`src/dual_pattern_response_matcher_core_defines.svh`:
```
// Assertion macros shared by the dual pattern response matcher RTL.
// Expects signals named clk and rst_n in the scope where a macro is used.
`ifndef DUAL_PATTERN_RESPONSE_MATCHER_CORE_DEFINES_SVH
`define DUAL_PATTERN_RESPONSE_MATCHER_CORE_DEFINES_SVH

`ifndef ASSERT_OFF

// Property that must hold at every clock edge outside reset.
`define DPRM_ASSERT(lbl, prop, msg) \
  lbl: assert property (@(posedge clk) disable iff (!rst_n) prop) else $error(msg);

// Condition that must never be seen outside reset.
`define DPRM_ASSERT_NEVER(lbl, cond, msg) \
  lbl: assert property (@(posedge clk) disable iff (!rst_n) !(cond)) else $error(msg);

`else

`define DPRM_ASSERT(lbl, prop, msg)
`define DPRM_ASSERT_NEVER(lbl, cond, msg)

`endif

`endif

```
`src/dprm_pkg.sv`:
```
// Types and codes shared by the dual pattern response matcher modules.
// No dependencies.
`default_nettype none

package dprm_pkg;

  // Input opcodes.
  localparam logic [1:0] OP_LOAD  = 2'd0;
  localparam logic [1:0] OP_START = 2'd1;
  localparam logic [1:0] OP_BYTE  = 2'd2;
  localparam logic [1:0] OP_TICK  = 2'd3;

  // Result outcomes.
  localparam logic [1:0] OUT_FIRST   = 2'd0;
  localparam logic [1:0] OUT_SECOND  = 2'd1;
  localparam logic [1:0] OUT_TIMEOUT = 2'd2;

  typedef struct packed {
    logic [1:0]  opcode;
    logic        pattern_select;
    logic [4:0]  char_position;
    logic [7:0]  data_byte;
    logic [5:0]  first_length;
    logic [5:0]  second_length;
    logic [15:0] limit_ms;
  } in_item_t;

  typedef struct packed {
    logic [1:0]  outcome;
    logic [15:0] elapsed_ms;
  } out_item_t;

  // Classified commands passed from the front end to the back end.
  typedef enum logic [2:0] {
    CMD_NOP,
    CMD_LOAD,
    CMD_START,
    CMD_BYTE,
    CMD_TICK
  } cmd_kind_t;

  typedef struct packed {
    cmd_kind_t   kind;
    logic        sel;
    logic [4:0]  pos;
    logic [7:0]  data;
    logic [5:0]  len1;
    logic [5:0]  len2;
    logic [15:0] timeout;
  } cmd_t;

  // Per-beat controls for one pattern lane.
  typedef struct packed {
    logic load;
    logic start;
    logic step;
  } lane_ctl_t;

endpackage

`default_nettype wire

```
`src/dprm_queue.sv`:
```
// Two-entry queue used between the front and back ends and on the result side.
// Depends on the assertion macro header.
`default_nettype none
`include "dual_pattern_response_matcher_core_defines.svh"

module dprm_queue #(
  parameter int W = 1
) (
  input  wire logic         clk,
  input  wire logic         rst_n,
  input  wire logic         push,
  output logic              full,
  input  wire logic [W-1:0] wdata,
  input  wire logic         pop,
  output logic              empty,
  output logic [W-1:0]      rdata
);

  logic [W-1:0] mem_r [2];
  logic         wr_ptr_r;
  logic         rd_ptr_r;
  logic [1:0]   cnt_r;
  logic         do_push;
  logic         do_pop;

  assign full    = (cnt_r == 2'd2);
  assign empty   = (cnt_r == 2'd0);
  assign do_push = push && !full;
  assign do_pop  = pop && !empty;
  assign rdata   = mem_r[rd_ptr_r];

  always_ff @(posedge clk) begin
    if (!rst_n) begin
      wr_ptr_r <= 1'b0;
      rd_ptr_r <= 1'b0;
      cnt_r    <= 2'd0;
    end else begin
      if (do_push) begin
        wr_ptr_r <= ~wr_ptr_r;
      end
      if (do_pop) begin
        rd_ptr_r <= ~rd_ptr_r;
      end
      cnt_r <= cnt_r + {1'b0, do_push} - {1'b0, do_pop};
    end
  end

  always_ff @(posedge clk) begin
    if (do_push) begin
      mem_r[wr_ptr_r] <= wdata;
    end
  end

  `DPRM_ASSERT_NEVER(a_queue_overfill, cnt_r > 2'd2, "queue holds more than two beats")

endmodule

`default_nettype wire

```
`src/dprm_front.sv`:
```
// Front end: decodes an input beat into a command for the back end.
// Depends on dprm_pkg.
`default_nettype none

module dprm_front #(
  parameter int MAX_PATTERN_LEN = 32
) (
  input  wire dprm_pkg::in_item_t item,
  output dprm_pkg::cmd_t          cmd
);

  import dprm_pkg::*;

  logic [5:0] len1_clamped;
  logic [5:0] len2_clamped;

  // Lengths above the store depth saturate; a first length of zero means one.
  always_comb begin
    len1_clamped = item.first_length;
    if (int'(item.first_length) > MAX_PATTERN_LEN) begin
      len1_clamped = 6'(MAX_PATTERN_LEN);
    end
    if (len1_clamped == 6'd0) begin
      len1_clamped = 6'd1;
    end
    len2_clamped = item.second_length;
    if (int'(item.second_length) > MAX_PATTERN_LEN) begin
      len2_clamped = 6'(MAX_PATTERN_LEN);
    end
  end

  always_comb begin
    cmd.sel     = item.pattern_select;
    cmd.pos     = item.char_position;
    cmd.data    = item.data_byte;
    cmd.len1    = len1_clamped;
    cmd.len2    = len2_clamped;
    cmd.timeout = item.limit_ms;
    unique case (item.opcode)
      OP_LOAD: begin
        cmd.kind = (int'(item.char_position) < MAX_PATTERN_LEN) ? CMD_LOAD : CMD_NOP;
      end
      OP_START: begin
        cmd.kind = CMD_START;
      end
      OP_BYTE: begin
        cmd.kind = CMD_BYTE;
      end
      OP_TICK: begin
        cmd.kind = CMD_TICK;
      end
    endcase
  end

endmodule

`default_nettype wire

```
`src/dprm_lane.sv`:
```
// One pattern lane: pattern store, match position and prefetched characters.
// Depends on dprm_pkg.
`default_nettype none

module dprm_lane #(
  parameter int MAX_PATTERN_LEN = 32
) (
  input  wire logic                clk,
  input  wire logic                rst_n,
  input  wire dprm_pkg::lane_ctl_t ctl,
  input  wire logic [4:0]          wr_pos,
  input  wire logic [7:0]          data,
  input  wire logic [5:0]          len_in,
  output logic                     complete
);

  import dprm_pkg::*;

  localparam int AW = (MAX_PATTERN_LEN > 1) ? $clog2(MAX_PATTERN_LEN) : 1;
  localparam int PW = $clog2(MAX_PATTERN_LEN + 1);
  localparam int CW = ((PW > 6) ? PW : 6) + 1;

  logic [7:0]    mem [MAX_PATTERN_LEN];
  logic [PW-1:0] pos_r;
  logic [PW-1:0] pos_nxt;
  logic [7:0]    cur_r;
  logic [7:0]    cur_nxt;
  logic [7:0]    c0_r;
  logic [7:0]    c1_r;
  logic [7:0]    rd_r;
  logic          byp_r;
  logic          byp_nxt;
  logic [7:0]    byp_d_r;
  logic [5:0]    len_r;
  logic [7:0]    pf;
  logic          hit;
  logic [CW-1:0] ra;
  logic [AW-1:0] rd_idx;
  logic [AW-1:0] wr_idx;

  // cur_r always holds the character at pos_r; rd_r (or the bypassed write)
  // holds the one after it, so a hit advances without a read in the path.
  assign pf       = byp_r ? byp_d_r : rd_r;
  assign hit      = (data == cur_r);
  assign complete = hit && ((CW'(pos_r) + CW'(1)) >= CW'(len_r));
  assign wr_idx   = AW'(wr_pos);

  always_comb begin
    pos_nxt = pos_r;
    cur_nxt = cur_r;
    if (ctl.start) begin
      pos_nxt = '0;
      cur_nxt = c0_r;
    end else if (ctl.step) begin
      if (hit) begin
        pos_nxt = pos_r + PW'(1);
        cur_nxt = pf;
      end else if (data == c0_r) begin
        pos_nxt = PW'(1);
        cur_nxt = c1_r;
      end else begin
        pos_nxt = '0;
        cur_nxt = c0_r;
      end
    end else if (ctl.load && (CW'(wr_pos) == CW'(pos_r))) begin
      cur_nxt = data;
    end
    ra      = CW'(pos_nxt) + CW'(1);
    rd_idx  = (int'(ra) < MAX_PATTERN_LEN) ? AW'(ra) : '0;
    byp_nxt = ctl.load && (CW'(wr_pos) == ra);
  end

  always_ff @(posedge clk) begin
    if (!rst_n) begin
      pos_r <= '0;
      byp_r <= 1'b0;
    end else begin
      pos_r <= pos_nxt;
      byp_r <= byp_nxt;
    end
  end

  always_ff @(posedge clk) begin
    cur_r   <= cur_nxt;
    byp_d_r <= data;
    if (ctl.start) begin
      len_r <= len_in;
    end
    if (ctl.load && (wr_pos == 5'd0)) begin
      c0_r <= data;
    end
    if (ctl.load && (wr_pos == 5'd1)) begin
      c1_r <= data;
    end
  end

  always_ff @(posedge clk) begin
    if (ctl.load) begin
      mem[wr_idx] <= data;
    end
    rd_r <= mem[rd_idx];
  end

endmodule

`default_nettype wire

```
`src/dprm_back.sv`:
```
// Back end: executes commands against both pattern lanes and the tick timer.
// Depends on dprm_pkg, dprm_lane and the assertion macro header.
`default_nettype none
`include "dual_pattern_response_matcher_core_defines.svh"

module dprm_back #(
  parameter int MAX_PATTERN_LEN = 32
) (
  input  wire logic           clk,
  input  wire logic           rst_n,
  input  wire dprm_pkg::cmd_t cmd,
  input  wire logic           cmd_valid,
  output logic                cmd_pop,
  input  wire logic           res_full,
  output logic                res_push,
  output dprm_pkg::out_item_t res
);

  import dprm_pkg::*;

  logic        go;
  logic        byte_idle;
  logic        waiting_r;
  logic        waiting_nxt;
  logic [15:0] timeout_r;
  logic [15:0] timeout_nxt;
  logic [15:0] elapsed_r;
  logic [15:0] elapsed_nxt;
  logic [15:0] elapsed_inc;
  logic [5:0]  len2_r;
  logic [5:0]  len2_nxt;
  lane_ctl_t   ctl1;
  lane_ctl_t   ctl2;
  logic        done1;
  logic        done2;

  assign go        = cmd_valid && !res_full;
  assign cmd_pop   = go;
  assign byte_idle = go && (cmd.kind == CMD_BYTE) && !waiting_r;

  // The second lane only advances when the first did not complete on this byte.
  always_comb begin
    ctl1.load  = go && (cmd.kind == CMD_LOAD) && !cmd.sel;
    ctl1.start = go && (cmd.kind == CMD_START);
    ctl1.step  = go && (cmd.kind == CMD_BYTE) && waiting_r;
    ctl2.load  = go && (cmd.kind == CMD_LOAD) && cmd.sel;
    ctl2.start = ctl1.start;
    ctl2.step  = ctl1.step && (len2_r != 6'd0) && !done1;
  end

  dprm_lane #(.MAX_PATTERN_LEN(MAX_PATTERN_LEN)) u_lane1 (
    .clk      (clk),
    .rst_n    (rst_n),
    .ctl      (ctl1),
    .wr_pos   (cmd.pos),
    .data     (cmd.data),
    .len_in   (cmd.len1),
    .complete (done1)
  );

  dprm_lane #(.MAX_PATTERN_LEN(MAX_PATTERN_LEN)) u_lane2 (
    .clk      (clk),
    .rst_n    (rst_n),
    .ctl      (ctl2),
    .wr_pos   (cmd.pos),
    .data     (cmd.data),
    .len_in   (cmd.len2),
    .complete (done2)
  );

  assign elapsed_inc = (elapsed_r == 16'hFFFF) ? elapsed_r : elapsed_r + 16'd1;

  always_comb begin
    waiting_nxt    = waiting_r;
    timeout_nxt    = timeout_r;
    elapsed_nxt    = elapsed_r;
    len2_nxt       = len2_r;
    res_push       = 1'b0;
    res.outcome    = OUT_TIMEOUT;
    res.elapsed_ms = elapsed_r;
    if (go) begin
      case (cmd.kind)
        CMD_START: begin
          timeout_nxt = cmd.timeout;
          elapsed_nxt = 16'd0;
          len2_nxt    = cmd.len2;
          if (cmd.timeout == 16'd0) begin
            res_push       = 1'b1;
            res.outcome    = OUT_TIMEOUT;
            res.elapsed_ms = 16'd0;
            waiting_nxt    = 1'b0;
          end else begin
            waiting_nxt = 1'b1;
          end
        end
        CMD_BYTE: begin
          if (waiting_r && done1) begin
            res_push    = 1'b1;
            res.outcome = OUT_FIRST;
            waiting_nxt = 1'b0;
          end else if (ctl2.step && done2) begin
            res_push    = 1'b1;
            res.outcome = OUT_SECOND;
            waiting_nxt = 1'b0;
          end
        end
        CMD_TICK: begin
          if (waiting_r) begin
            elapsed_nxt = elapsed_inc;
            if (elapsed_inc >= timeout_r) begin
              res_push       = 1'b1;
              res.outcome    = OUT_TIMEOUT;
              res.elapsed_ms = elapsed_inc;
              waiting_nxt    = 1'b0;
            end
          end
        end
        default: begin
        end
      endcase
    end
  end

  always_ff @(posedge clk) begin
    if (!rst_n) begin
      waiting_r <= 1'b0;
      timeout_r <= 16'd0;
      elapsed_r <= 16'd0;
      len2_r    <= 6'd0;
    end else begin
      waiting_r <= waiting_nxt;
      timeout_r <= timeout_nxt;
      elapsed_r <= elapsed_nxt;
      len2_r    <= len2_nxt;
    end
  end

  `DPRM_ASSERT(a_push_has_room, res_push |-> !res_full, "result pushed into a full queue")
  `DPRM_ASSERT(a_result_ends_wait, res_push |=> !waiting_r, "wait still armed after result")
  `DPRM_ASSERT(a_idle_byte_silent, byte_idle |-> !res_push, "result from a byte while idle")

endmodule

`default_nettype wire

```
`src/dual_pattern_response_matcher_core.sv`:
```
// Top level of the dual pattern response matcher.
// Depends on dprm_pkg, dprm_front, dprm_queue and dprm_back.
// Throughput: one beat per cycle in each direction unless a full queue stalls it.
// A causing beat is registered in the command queue and its result in the result
// queue before the result is on the out_ ports. Synchronous active-low reset empties
// both queues and drops any wait; the pattern stores are not cleared.
`default_nettype none

module dual_pattern_response_matcher_core #(
  parameter int MAX_PATTERN_LEN = 32
) (
  input  wire logic               clk,
  input  wire logic               rst_n,
  input  wire logic               in_push,
  output logic                    in_full,
  input  wire dprm_pkg::in_item_t in_item,
  output logic                    out_empty,
  input  wire logic               out_pop,
  output dprm_pkg::out_item_t     out_item
);

  import dprm_pkg::*;

  // The front end is pure decode: it turns the incoming beat into a command,
  // resolving length saturation and dropping loads beyond the store depth.
  // Decoded commands wait in a two-entry queue so that the back end can be
  // stalled by a full result queue without the input side stopping at once.
  cmd_t      front_cmd;
  cmd_t      back_cmd;
  logic      cmd_empty;
  logic      cmd_pop;
  out_item_t back_res;
  logic      res_push;
  logic      res_full;

  dprm_front #(.MAX_PATTERN_LEN(MAX_PATTERN_LEN)) u_front (
    .item (in_item),
    .cmd  (front_cmd)
  );

  dprm_queue #(.W($bits(cmd_t))) u_cmd_queue (
    .clk   (clk),
    .rst_n (rst_n),
    .push  (in_push),
    .full  (in_full),
    .wdata (front_cmd),
    .pop   (cmd_pop),
    .empty (cmd_empty),
    .rdata (back_cmd)
  );

  // The back end executes one command per cycle whenever the result queue has
  // room: loads, wait arming, byte matching on both lanes and tick counting.
  dprm_back #(.MAX_PATTERN_LEN(MAX_PATTERN_LEN)) u_back (
    .clk       (clk),
    .rst_n     (rst_n),
    .cmd       (back_cmd),
    .cmd_valid (!cmd_empty),
    .cmd_pop   (cmd_pop),
    .res_full  (res_full),
    .res_push  (res_push),
    .res       (back_res)
  );

  // Results are held here until the consumer pops them, so a slow consumer
  // only stalls the back end once two results are outstanding.
  dprm_queue #(.W($bits(out_item_t))) u_res_queue (
    .clk   (clk),
    .rst_n (rst_n),
    .push  (res_push),
    .full  (res_full),
    .wdata (back_res),
    .pop   (out_pop),
    .empty (out_empty),
    .rdata (out_item)
  );

endmodule

`default_nettype wire

```
`config.mk`:
```
export PLATFORM = sky130hd
export DESIGN_NAME = dual_pattern_response_matcher_core
export DESIGN_NICKNAME = d
export VERILOG_FILES = /design/src/dprm_pkg.sv /design/src/dprm_queue.sv /design/src/dprm_front.sv /design/src/dprm_lane.sv /design/src/dprm_back.sv /design/src/dual_pattern_response_matcher_core.sv
export VERILOG_INCLUDE_DIRS = /design/src /design/src/src
export SDC_FILE = /design/constraint.sdc
export NUM_CORES = 1
export LEC_CHECK = 0
export ABC_AREA = 1
export BUFFER_PORTS_ARGS = -buffer_cell sky130_fd_sc_hd__buf_2
export CORE_MARGIN = 1.5
export CORE_UTILIZATION = 40
export CTS_CLUSTER_DIAMETER = 60
export CTS_CLUSTER_SIZE = 40
export DETAILED_ROUTE_END_ITERATION = 10
export PLACE_DENSITY = 0.52
export SYNTH_ARGS = -nofsm -noshare
export SYNTH_HDL_FRONTEND = slang
export SYNTH_SLANG_ARGS = --single-unit
```
`constraint.sdc`:
```
create_clock -name clk -period 7.95 [get_ports clk]
set_input_delay 1.1925 -clock clk [delete_from_list [all_inputs] [get_ports clk]]
set_output_delay 1.1925 -clock clk [all_outputs]
set_load 0.01 [all_outputs]
```
==> results.cfg, run 1 <==
[pwr]
p_sw_mw = 3.42
power_leakage_nw = 15.2
combPwrFrac = 0.176
ir_drop_uv = 185
p_per_area_nw_per_um2 = 273
sequentialPowerShare = 0.473
p_sw_frac = 0.315
clkPwrFrac = 0.351
p_int_mw = 7.44

[worst_setup_path]
worst_path_max_delay_cell = nand2_4
cp.arrival_ps = 6530
crit_top_cell = nand2_1
worst_setup_path_start_kind = register
path_class = register to register
required_ps = 8530
path_cells = buf_4 -> nand2_1 -> nand2_4 -> nand2_1 -> nand2_1 -> nand2_1 -> nor2_1 -> nand3_1 -> nand3_1 -> nand2_4 -> inv_2 -> ha_1 -> or2_0 -> nand2_1 -> inv_2 -> nand2_2 -> inv_2 -> nand3_1 -> nand3_1 -> nand3_1 -> nand2_1 -> nand2_1 -> nand2_1
cpPeakStageDelay_ps = 760
endpoint_kind = register
crit_fanout = 75

[synthesis]
syn_nets = 3559
synth_top_cell_area_share = 0.585
synth_seq_cells = 785
ys_types = 49
ys_warn_count = 0
ys.flop_type = edfxtp_1
synth_edf_count = 698
synth_cells = 3471
avgSynthCellArea_um2 = 10.3
synth_top_area_cell = edfxtp_1
ys_seq_area_frac = 0.633
async_flop_share = 0
yosys-top-cells-area = edfxtp_1 (58%), nand2_1 (7.7%), nand3_1 (7.1%)
syn_area_um2 = 35900

[timing]
tns_ps = 0
max_freq_mhz = 168
slew_viol_final = 0
hold_viol = 0
fin_ws_ps = 2000
skew_ps = 35.0
finalCritPeriodShare = 0.749
tightest_slew_ps = 1150
finalSetupViolCount = 0
max_slew_margin = 0.231
fin_crit_ps = 5950
rsz0062_at_grt = false

[run_status]
violations = design-rule violations
status = finished with violations

[grt]
grt_pass1_wl_mm = 151
track_usage = 0.218
grt.overflow.total = 0
first_global_vias = 23600
grt_max_degree = 87
antenna_found_initial = 0

[detailed_routing]
dr_total_vias = 24700
drcViolationCount = 4
drtPass1Iterations = 9
via_per_inst = 5.26
drt_iter0_markers = 2242
routedWlPerCell_um = 21.2
finalWirelength_mm = 99.6
ant_nets = 0

[final_layout]
final_common_cell = nand2_1
syn2layout_area_growth_pct = 10.9
layout_common_cells = nand2_1 (736), edfxtp_1 (698), nand3_1 (511), inv_1 (386), nor2_1 (211)
n_antenna_cell = 0
fin_nets = 3559
layout-drive-gt1-share = 0.108

[floorplan]
io_pins = 68
dieArea_um2 = 91500
core_um2 = 88600
rows = 109
fp.dieW_um = 302
start_util = 0.405
dieHeight_um = 302

[run]
cap_violations = 0

[placement]
port_buffers = 67
dpl_worst_slack_ps = 1900
dp_hpwl_mm = 64.3
place_congestion = 0.875

[cts]
root_buffer = clkbuf_16
cts_resized = 0
clock_path_buffers = 3
cts.reportedPaths.clkPinSlew_ps = 70
clk_latency_ps = 640
cts_hold_buf = 0
cts_setup_buffers = 0
htreeDepth = 3
cts_buffers = 72
cts_tree = yes
clock_sinks = 785

[min_path]
hp-class = register to register
==> critical path: cells and delay by family, from the launching register on <==
kind | cells | cell delay, ps
fa+ha+maj | 1 | 300
buf+inv | 4 | 1950
flops | 1 | 340
simple gates | 18 | 3260
==> state kept, by name (all words and copies together), names as in the netlist, 16 cells and up, named ones only <==
register / flops
u_back.u_lane1.mem: 256
u_back.u_lane2.mem: 256
u_cmd_queue.mem_r: 90
u_res_queue.mem_r: 36
u_back.elapsed_r: 16
u_back.timeout_r: 16
==> per-stage QoR <==
stage / hold WS, ps / area [um2] / utilization / instances / total power, mW
finish: 453 / 39800 / 0.449 / 4696 / 10.9
global route: 475 / 39800 / 0.449 / 4696 / 11.3
CTS: 458 / 39800 / 0.449 / 4696 / 10.9
detailed placement: 441 / 37200 / 0.419 / 4562 / 7.15
global placement: 434 / 37200 / 0.419 / 4562 / 7.14
floorplan: 425 / 35900 / - / 3471 / 6.35
==> synthesized netlist by cell type (32+ instances only) <==
cell type	count
a21oi_1	64
buf_2	58
clkbuf_1	83
dfxtp_1	87
edfxtp_1	698
ha_1	40
inv_1	386
mux2i_1	44
nand2_1	737
nand3_1	512
nand3b_1	42
nand4_1	68
nor2_1	213
o2111ai_1	32
o21ai_0	86
or2_2	55
==> power by group through the flow <==
| stage | Sequential [mW] | Clock (mW) | Combinational [mW] |
|---|---|---|---|
| global placement | 5.23 | 0 | 1.92 |
| detailed placement | 5.23 | 0 | 1.92 |
| finish | 5.13 | 3.81 | 1.91 |
| global route | 5.16 | 4.01 | 2.10 |
| CTS | 5.13 | 3.87 | 1.92 |
| floorplan | 5.19 | 0 | 1.16 |
==> path summary, 6_finish.rpt <==
check                                       from                     end  slack (ps)  cells past startpoint
worst min-delay path            u_back.len2_r[4]        u_back.len2_r[4]         450                      2
worst max register to register          register  u_back.u_lane1.rd_r[5]        2000                     23
worst min register to register  u_back.len2_r[4]        u_back.len2_r[4]         450                      2
worst max-delay path                    register  u_back.u_lane1.rd_r[5]        2000                     23
==> metal layers <==
metal	GRT usage	vias to the layer above	part of all wire
met5	0	-	0
met4	0.0548	0	0.023
met3	0.0245	142	0.044
met2	0.353	633	0.47
met1	0.314	12000	0.46
li1	-	11900	-
==> cells by family after synthesis <==
family / share of synthesized area
DFF: 0.633
muxes: 0.0179
and+or+nand+nor: 0.215
xor gates and xnor gates: 0.00757
AOI/OAI and AO/OA: 0.0452
adders and majority gates: 0.0140
buffers and inverters: 0.0668
==> final cells by class <==
class | instances | area [um2]
clock buffers | 78 | 1870
fillers | 8392 | 48900
repair buffers | 102 | 611
well taps | 1165 | 1460
flip-flops and latches | 785 | 22700
inverters | 413 | 1550
multi-input cells | 2097 | 10900
clock inverters | 56 | 723
(Power assumes the default switching activity.)
==> run 2, diff against run 1 <==
==> constraint.sdc (replaced) <==
create_clock -name clk -period 5.5 [get_ports clk]
set_input_delay 0.825 -clock clk [delete_from_list [all_inputs] [get_ports clk]]
set_output_delay 0.825 -clock clk [all_outputs]
set_load 0.01 [all_outputs]
==> run 2 against run 1 <==
  * The run still ends with design-rule violations left
  * Flip-flop and latch count stayed put
  * Largest cell class unchanged
  * Largest power group unchanged
  * Fmax increased by 22%
  * Utilization about the same
  * Critical endpoint is now u_back.u_lane2.rd_r[2]
  * Via count rose by 0.75%
  * First-iteration DRC count shrank 2.7%
==> results.cfg, run 2 (same netlist as run 1, synthesis figures left out) <==
[cts]
htreeDepth = 3
cts_setup_buffers = 0
cts_tree = yes
clock_path_buffers = 3
cts_resized = 0
clock_sinks = 785
root_buffer = clkbuf_16
cts.reportedPaths.clkPinSlew_ps = 80
clk_latency_ps = 650
cts_buffers = 68
cts_hold_buf = 0

[detailed_routing]
drt_iter0_markers = 2181
routedWlPerCell_um = 21.0
drtPass1Iterations = 10
finalWirelength_mm = 99.0
ant_nets = 0
dr_total_vias = 24900
drcViolationCount = 4
via_per_inst = 5.28

[grt]
top_usage_layer = met2
first_global_vias = 23500
gr-usage-met1 = 0.315
grt_max_degree = 155
grt_pass1_wl_mm = 149
antenna_found_initial = 0
grt_use_met2 = 0.342
track_usage = 0.215
grt.overflow.total = 0
grt_use_met3 = 0.0233

[worst_setup_path]
r2r_end = u_back.u_lane2.rd_r[2]
path_class = register to register
worst_setup_path_start_kind = register
r2r_start = u_back.u_lane1.pos_r[0]
startpoint = u_back.u_lane1.pos_r[0]
required_ps = 6070
crit_fanout = 32
endpoint_kind = register
cp.arrival_ps = 5430
worstRegToRegCells = 21
r2r_setup_slack_ps = 640

[placement]
place_congestion = 0.874
dp_hpwl_mm = 63.5
post-place-cells = 4588
port_buffers = 67

[floorplan]
dieArea_um2 = 91500
rows = 109
core_um2 = 88600
io_pins = 68
fp.dieW_um = 302
dieHeight_um = 302
start_util = 0.405

[timing]
max_slew_margin = 0.249
skew_ps = 34.6
hold_viol = 0
max_freq_mhz = 206
slew_viol_final = 0
finalSetupViolCount = 0
rsz0062_at_grt = false
finalCritPeriodShare = 0.884
tns_ps = 0
tightest_slew_ps = 1120
fin_crit_ps = 4860

[min_path]
holdCritStartpoint = in_item[38]
hp-class = primary input to register
whs_endpoint = u_cmd_queue.mem_r[0][38]
min_path_cells = 1

[run_status]
status = finished with violations
violations = design-rule violations

[pwr]
p_per_area_nw_per_um2 = 388
power_leakage_nw = 15.2
ir_drop_uv = 237

[final_layout]
fin_nets = 3581
layout-drive-gt1-share = 0.113
top_regs = u_back.u_lane1.mem: 256 flops, u_back.u_lane2.mem: 256 flops, u_cmd_queue.mem_r: 90 flops
final_util = 0.449
instances_no_fill = 4713
n_antenna_cell = 0
final_common_cell = nand2_1
layout_common_cells = nand2_1 (736), edfxtp_1 (698), nand3_1 (510), inv_1 (386), nor2_1 (211)
syn2layout_area_growth_pct = 11.0

[run]
cap_violations = 0
[run 2: worst max path at each step]
| stage | to | slack [ps] | cells after the start |
|---|---|---|---|
| after CTS | u_res_queue.cnt_r[1] | 620 | 35 |
| after detailed placement | u_res_queue.mem_r[1][15] | 640 | 33 |
| after floorplan | u_res_queue.mem_r[1][0] | 1220 | 30 |
| after global placement | u_res_queue.mem_r[0][15] | 630 | 33 |
| final | u_back.u_lane2.rd_r[2] | 640 | 21 |
| after global routing | u_res_queue.cnt_r[1] | 30 | 35 |
[run 2: final cells by class]
cell class	instances	area (um2)
clock inverters	53	658
clock buffers	72	1750
fillers	8307	48800
inverters	413	1550
multi-input cells	2097	10900
well taps	1165	1460
repair buffers	128	831
flip-flops and latches	785	22700
[run 2: power by group]
part	leakage, nW	internal (mW)	switching [mW]
Combinational	7.03	0.652	2.16
Sequential	7.05	7.28	0.163
Clock	1.17	2.70	2.51
Total	15.2	10.6	4.83
[run 2: metrics by stage]
step                      total power, mW  instance area, um2  setup WS [ps]  hold slack [ps]
after detailed placement             10.4               37400            640              435
after CTS                            15.6               39800            624              347
after floorplan                      9.17               35900           1220              425
after global placement               10.4               37400            634              438
after global routing                 16.1               39800           29.7              353
final                                15.5               39800            637              385
[run 2: layer usage]
layer	wire length, um	part of all wire
met3	4700	0.047
met5	0	0
met2	45800	0.46
met4	2200	0.022
met1	46300	0.47
[run 2: critical path, cell delays in order (launching register included)]
cell and delay [ps]:
dfxtp_1 510, nand3_1 150, nand3b_1 190, xnor2_1 370, ha_1 310, inv_1 70
nor2_1 50, nor3_1 130, nand2_1 190, nand3_2 210, nand2_4 170, nand2_1 130
nand3_1 130, nor2_1 190, nand3_2 120, nand2_4 340, nand3b_2 330, inv_2 610
nand3_1 260, nand3_1 140, nand3_1 90, nand2_1 70
